File: src/rtl/lgts_pkg.sv
package lgts_pkg;

  // command field codes
  localparam logic [2:0] CMD_SAMPLE = 3'd0;
  localparam logic [2:0] CMD_WR_WT  = 3'd1;
  localparam logic [2:0] CMD_WR_TT  = 3'd2;
  localparam logic [2:0] CMD_WR_DT  = 3'd3;
  localparam logic [2:0] CMD_WR_AL  = 3'd4;

  // configuration register indexes
  localparam logic [1:0] CFG_BETA     = 2'd0;
  localparam logic [1:0] CFG_SUM_BETA = 2'd1;
  localparam logic [1:0] CFG_TOPICS   = 2'd2;

  localparam logic [31:0] RATIO_MAX = 32'hFFFF_FFFF;
  localparam logic [47:0] W_MAX     = 48'hFFFF_FFFF_FFFF;

  typedef enum logic [4:0] {
    OP_NONE,
    OP_CLEAR,
    OP_LATCH,
    OP_WRITE,
    OP_DEC_RD,
    OP_DEC_WR,
    OP_K_RD,
    OP_LOAD,
    OP_DIV_INIT,
    OP_DIV_STEP,
    OP_MUL_HI,
    OP_MUL_LO,
    OP_SUM,
    OP_ACC,
    OP_SC_HI,
    OP_SC_LO,
    OP_THR,
    OP_S_RD,
    OP_S_CMP,
    OP_INC_RD,
    OP_INC_WR
  } dp_op_e;

  typedef struct packed {
    dp_op_e op;
  } dp_cmd_t;

  typedef struct packed {
    logic clr_last;
    logic is_sample;
    logic is_write;
    logic div_skip;
    logic div_last;
    logic k_last;
    logic hit;
    logic out_free;
  } dp_status_t;

endpackage

File: src/rtl/lgts_ctrl.sv
module lgts_ctrl (
  input  logic                clk_i,
  input  logic                rst_ni,
  input  logic                in_valid_i,
  output logic                in_stall_o,
  input  lgts_pkg::dp_status_t st_i,
  output lgts_pkg::dp_cmd_t    cmd_o
);
  import lgts_pkg::*;

  localparam logic [4:0] S_CLEAR    = 5'd0;
  localparam logic [4:0] S_IDLE     = 5'd1;
  localparam logic [4:0] S_DECODE   = 5'd2;
  localparam logic [4:0] S_WRITE    = 5'd3;
  localparam logic [4:0] S_DEC_RD   = 5'd4;
  localparam logic [4:0] S_DEC_WR   = 5'd5;
  localparam logic [4:0] S_K_RD     = 5'd6;
  localparam logic [4:0] S_LOAD     = 5'd7;
  localparam logic [4:0] S_DIV_INIT = 5'd8;
  localparam logic [4:0] S_DIV      = 5'd9;
  localparam logic [4:0] S_MUL_HI   = 5'd10;
  localparam logic [4:0] S_MUL_LO   = 5'd11;
  localparam logic [4:0] S_SUM      = 5'd12;
  localparam logic [4:0] S_ACC      = 5'd13;
  localparam logic [4:0] S_SC_HI    = 5'd14;
  localparam logic [4:0] S_SC_LO    = 5'd15;
  localparam logic [4:0] S_THR      = 5'd16;
  localparam logic [4:0] S_S_RD     = 5'd17;
  localparam logic [4:0] S_S_CMP    = 5'd18;
  localparam logic [4:0] S_INC_RD   = 5'd19;
  localparam logic [4:0] S_INC_WR   = 5'd20;

  logic [4:0] state_q, state_d;

  always_ff @(posedge clk_i or negedge rst_ni) begin
    if (!rst_ni) begin
      state_q <= S_CLEAR;
    end else begin
      state_q <= state_d;
    end
  end

  assign in_stall_o = (state_q != S_IDLE);

  always_comb begin
    state_d   = state_q;
    cmd_o.op  = OP_NONE;
    unique case (state_q)
      S_CLEAR: begin
        cmd_o.op = OP_CLEAR;
        if (st_i.clr_last) state_d = S_IDLE;
      end
      S_IDLE: begin
        if (in_valid_i) begin
          cmd_o.op = OP_LATCH;
          state_d  = S_DECODE;
        end
      end
      S_DECODE: begin
        priority if (st_i.is_sample) state_d = S_DEC_RD;
        else if (st_i.is_write)      state_d = S_WRITE;
        else                         state_d = S_IDLE;
      end
      S_WRITE: begin
        cmd_o.op = OP_WRITE;
        state_d  = S_IDLE;
      end
      S_DEC_RD: begin
        cmd_o.op = OP_DEC_RD;
        state_d  = S_DEC_WR;
      end
      S_DEC_WR: begin
        cmd_o.op = OP_DEC_WR;
        state_d  = S_K_RD;
      end
      S_K_RD: begin
        cmd_o.op = OP_K_RD;
        state_d  = S_LOAD;
      end
      S_LOAD: begin
        cmd_o.op = OP_LOAD;
        state_d  = S_DIV_INIT;
      end
      S_DIV_INIT: begin
        cmd_o.op = OP_DIV_INIT;
        state_d  = st_i.div_skip ? S_MUL_HI : S_DIV;
      end
      S_DIV: begin
        cmd_o.op = OP_DIV_STEP;
        if (st_i.div_last) state_d = S_MUL_HI;
      end
      S_MUL_HI: begin
        cmd_o.op = OP_MUL_HI;
        state_d  = S_MUL_LO;
      end
      S_MUL_LO: begin
        cmd_o.op = OP_MUL_LO;
        state_d  = S_SUM;
      end
      S_SUM: begin
        cmd_o.op = OP_SUM;
        state_d  = S_ACC;
      end
      S_ACC: begin
        cmd_o.op = OP_ACC;
        state_d  = st_i.k_last ? S_SC_HI : S_K_RD;
      end
      S_SC_HI: begin
        cmd_o.op = OP_SC_HI;
        state_d  = S_SC_LO;
      end
      S_SC_LO: begin
        cmd_o.op = OP_SC_LO;
        state_d  = S_THR;
      end
      S_THR: begin
        cmd_o.op = OP_THR;
        state_d  = S_S_RD;
      end
      S_S_RD: begin
        cmd_o.op = OP_S_RD;
        state_d  = S_S_CMP;
      end
      S_S_CMP: begin
        cmd_o.op = OP_S_CMP;
        state_d  = st_i.hit ? S_INC_RD : S_S_RD;
      end
      S_INC_RD: begin
        cmd_o.op = OP_INC_RD;
        if (st_i.out_free) state_d = S_INC_WR;
      end
      S_INC_WR: begin
        cmd_o.op = OP_INC_WR;
        state_d  = S_IDLE;
      end
      default: begin
        state_d = S_IDLE;
      end
    endcase
  end

endmodule

File: config.mk
export PLATFORM = sky130hd
export DESIGN_NAME = lgts_ctrl
export DESIGN_NICKNAME = d
export VERILOG_FILES = /design/src/rtl/lgts_pkg.sv /design/src/rtl/lgts_ctrl.sv
export SDC_FILE = /design/constraint.sdc
export NUM_CORES = 1
export LEC_CHECK = 0
export BUFFER_PORTS_ARGS = -buffer_cell sky130_fd_sc_hd__clkbuf_2
export CAP_MARGIN = 25
export CORE_AREA = 2 2 39 41
export CTS_CLUSTER_SIZE = 10
export DETAILED_ROUTE_END_ITERATION = 10
export DIE_AREA = 0 0 41 43
export SETUP_SLACK_MARGIN = 0.1
export SYNTH_ARGS = -nofsm -noshare
export SYNTH_HDL_FRONTEND = slang
export SYNTH_SLANG_ARGS = --single-unit
File: constraint.sdc
create_clock -name clk_i -period 4.1 [get_ports clk_i]
set_input_delay 0.615 -clock clk_i [delete_from_list [all_inputs] [get_ports clk_i]]
set_output_delay 0.615 -clock clk_i [all_outputs]
set_load 0.02 [all_outputs]
==> impl_metrics.json <==
{
  "outcome": "complete, no violations",
  "wl_met2_um": 616,
  "arrival_ns": 1.80,
  "largest_reg_flops": 5,
  "die_w_um": 41,
  "cts_root_buffer": "clkbuf_4",
  "irDropWorstVdd_mv": 0.380,
  "clk_latency_ns": 0.24,
  "top_register": "state_q",
  "synthFlopType": "dfrtp_1",
  "period_needed_ns": 2.41,
  "synth_area_per_cell_sq_um": 7.06,
  "cts_inserted_buffers": 3,
  "antenna_cells": 0,
  "die_area_sq_mm": 0.00176,
  "vias": 583,
  "yosysUniqueCellTypes": 30,
  "synth_seq_area_share_pct": 24.3,
  "detail_route.wl_per_cell_um": 12.9,
  "initial_utilization_pct": 37.3,
  "port_buffers": 16,
  "cts_max_level": 1,
  "slew_violations": 0,
  "areaGrowthSynthToFinish_pct": 19.4,
  "grt_first_pass_wirelength_um": 2130,
  "relSlewSlack_pct": 64.1,
  "reg.largest.list": "state_q x5",
  "ctsLongestPathBuffers": 2,
  "synth-edff-count": 0,
  "place_area_sq_um": 589,
  "grt-ovfl-total": 0,
  "hold_viol_final": 0,
  "tightest_slew_ns": 0.538,
  "wl_um": 1310,
  "cp-end-kind": "output pin",
  "syn_area_sq_um": 515,
  "yosys_register_bits": 5,
  "fin_tns_setup_ns": 0,
  "cp_cell_sequence": "or2_2 > mux2_2 > o21ai_0 > o22ai_1 > clkbuf_2",
  "finalInstanceArea_sq_um": 616,
  "clk_pin_slew_ns": 0.05,
  "yosys.area.top_type": "dfrtp_1",
  "yosys_warnings": 0,
  "p_per_area_mw_per_mm2": 832,
  "cp_data_required_time_ns": 3.48,
  "die_h_um": 43,
  "layout-drive-gt1-share_pct": 27.9,
  "rsz0062_at_grt": "no",
  "ctsResizeCount": 0,
  "drt_iter0_drc": 27,
  "synth_nets": 84,
  "yosys-top-cells-area": "dfrtp_1, a21oi_1, o21ai_0",
  "dp.final_hpwl_um": 925,
  "hp-class": "in2async",
  "p_leak_uw": 0.000272,
  "min_period_over_period_pct": 58.9,
  "postRouteAntennaNets": 0,
  "nFillCells": 158,
  "wl_met1_um": 599,
  "crit_type": "reg2out",
  "post-route-drc-count": 0,
  "design.core.area_sq_mm": 0.00138,
  "critical_path.slowest_cell": "dfrtp_1",
  "num_rows": 14,
  "cts.sinks": 5,
  "finalSetupViolCount": 0,
  "worstReg2RegStart": "state_q[0]",
  "cts_setup_buffers": 0,
  "final_nets": 98,
  "crit_fanout": 12,
  "wl_met3_um": 82,
  "worstSetupStartpoint": "state_q[3]",
  "fmax_mhz": 414,
  "highest-signal-layer": "met4",
  "grt_max_degree": 21,
  "tritoncts": "built",
  "vias_per_cell": 5.72,
  "syn_inst": 73,
  "startpoint_type": "flip-flop",
  "fin_worst_skew_ns": 0.00291,
  "antenna_found_initial": 0,
  "drv_cap": 0,
  "grt_pass1_vias": 498,
  "grt_util_all_layers_pct": 17.7,
  "ctsHoldBuffers": 0,
  "slowest_delay_ns": 0.48,
  "synthArstFlopShare_pct": 100,
  "yosysTopAreaCellShare_pct": 24.3,
  "num_io_pins": 17,
  "place_congestion": 0.707,
  "drt-pass1-iter-count": 5
}
[critical path: cells and delay by family (launching register included)]
kind                   cells  cell delay (ns)
DFF                        1             0.48
muxes                      1             0.24
buffers and inverters      1             0.19
AOI/OAI and AO/OA          2             0.24
and+or+nand+nor            1             0.41
[worst paths after layout]
| path | endpoint | slack, ns | cells after the start |
|---|---|---|---|
| hold / removal | state_q[2] | 0.18 | 1 |
| hold reg to reg | state_q[2] | 0.70 | 2 |
| setup / recovery | cmd_o[1] | 1.69 | 5 |
| max in group asynchronous | state_q[4] | 3.78 | 1 |
| setup reg to reg | state_q[1] | 2.27 | 4 |
| min in group clk_i | state_q[0] | 0.69 | 3 |
[through the flow]
stage	hold slack, ns	instances	util (%)	power, uW	setup WS (ns)
floorplan	0.319	73	-	378	2.02
global placement	0.433	98	42.6	451	1.99
detailed placement	0.436	98	42.6	449	1.95
CTS	0.176	102	44.5	512	1.68
global route	0.178	102	44.5	558	1.58
finish	0.181	102	44.5	512	1.69
[cell usage in the layout (no fill, tap or decap), types with 3 or more instances in the layout]
master	Yosys	routed
nor2_1	7	7
nor2b_1	3	3
clkbuf_4	0	3
a21oi_1	8	8
inv_1	4	4
nand2b_1	3	3
o211ai_1	3	3
clkbuf_2	0	16
o21ai_0	8	8
dfrtp_1	5	5
[area by class of cell]
cell class / instances / area, sq um / share of cell area, %
clock buffers: 4 / 26.3 / 4.27
inverters: 4 / 15.0 / 2.44
multi-input cells: 57 / 349 / 56.7
flip-flops and latches: 5 / 125 / 20.3
well taps: 16 / 20.0 / 3.25
repair buffers: 16 / 80.1 / 13.0
[power by group]
group          switching (uW)  internal (uW)  leakage (uW)
Combinational             169            144      0.000192
Sequential               72.8           69.8     0.0000646
Clock                    20.2           36.8     0.0000150
Total                     262            251      0.000272
[Yosys cell counts (2+ instances only)]
cell and number:
nand2_1 2, nor2_1 7, inv_1 4, o211ai_1 3, clkbuf_1 7, nor2b_1 3
dfrtp_1 5, nand2b_1 3, or2_2 2, o22ai_1 2, o21ai_0 8, nand3_1 2
a21oi_1 8
[routing by layer]
layer,GRT usage [%],vias up
met5,0,-
met4,10.0,0
met3,3.14,2
met2,23.4,28
met1,25.9,262
li1,-,291
[logic make-up after synthesis]
group | synth area share, %
DFF | 24.3
AOI/OAI and AO/OA | 29.1
buffers and inverters | 8.01
muxes | 2.18
and+or+nand+nor | 36.4
No activity file was read; power rests on OpenSTA's default activity.
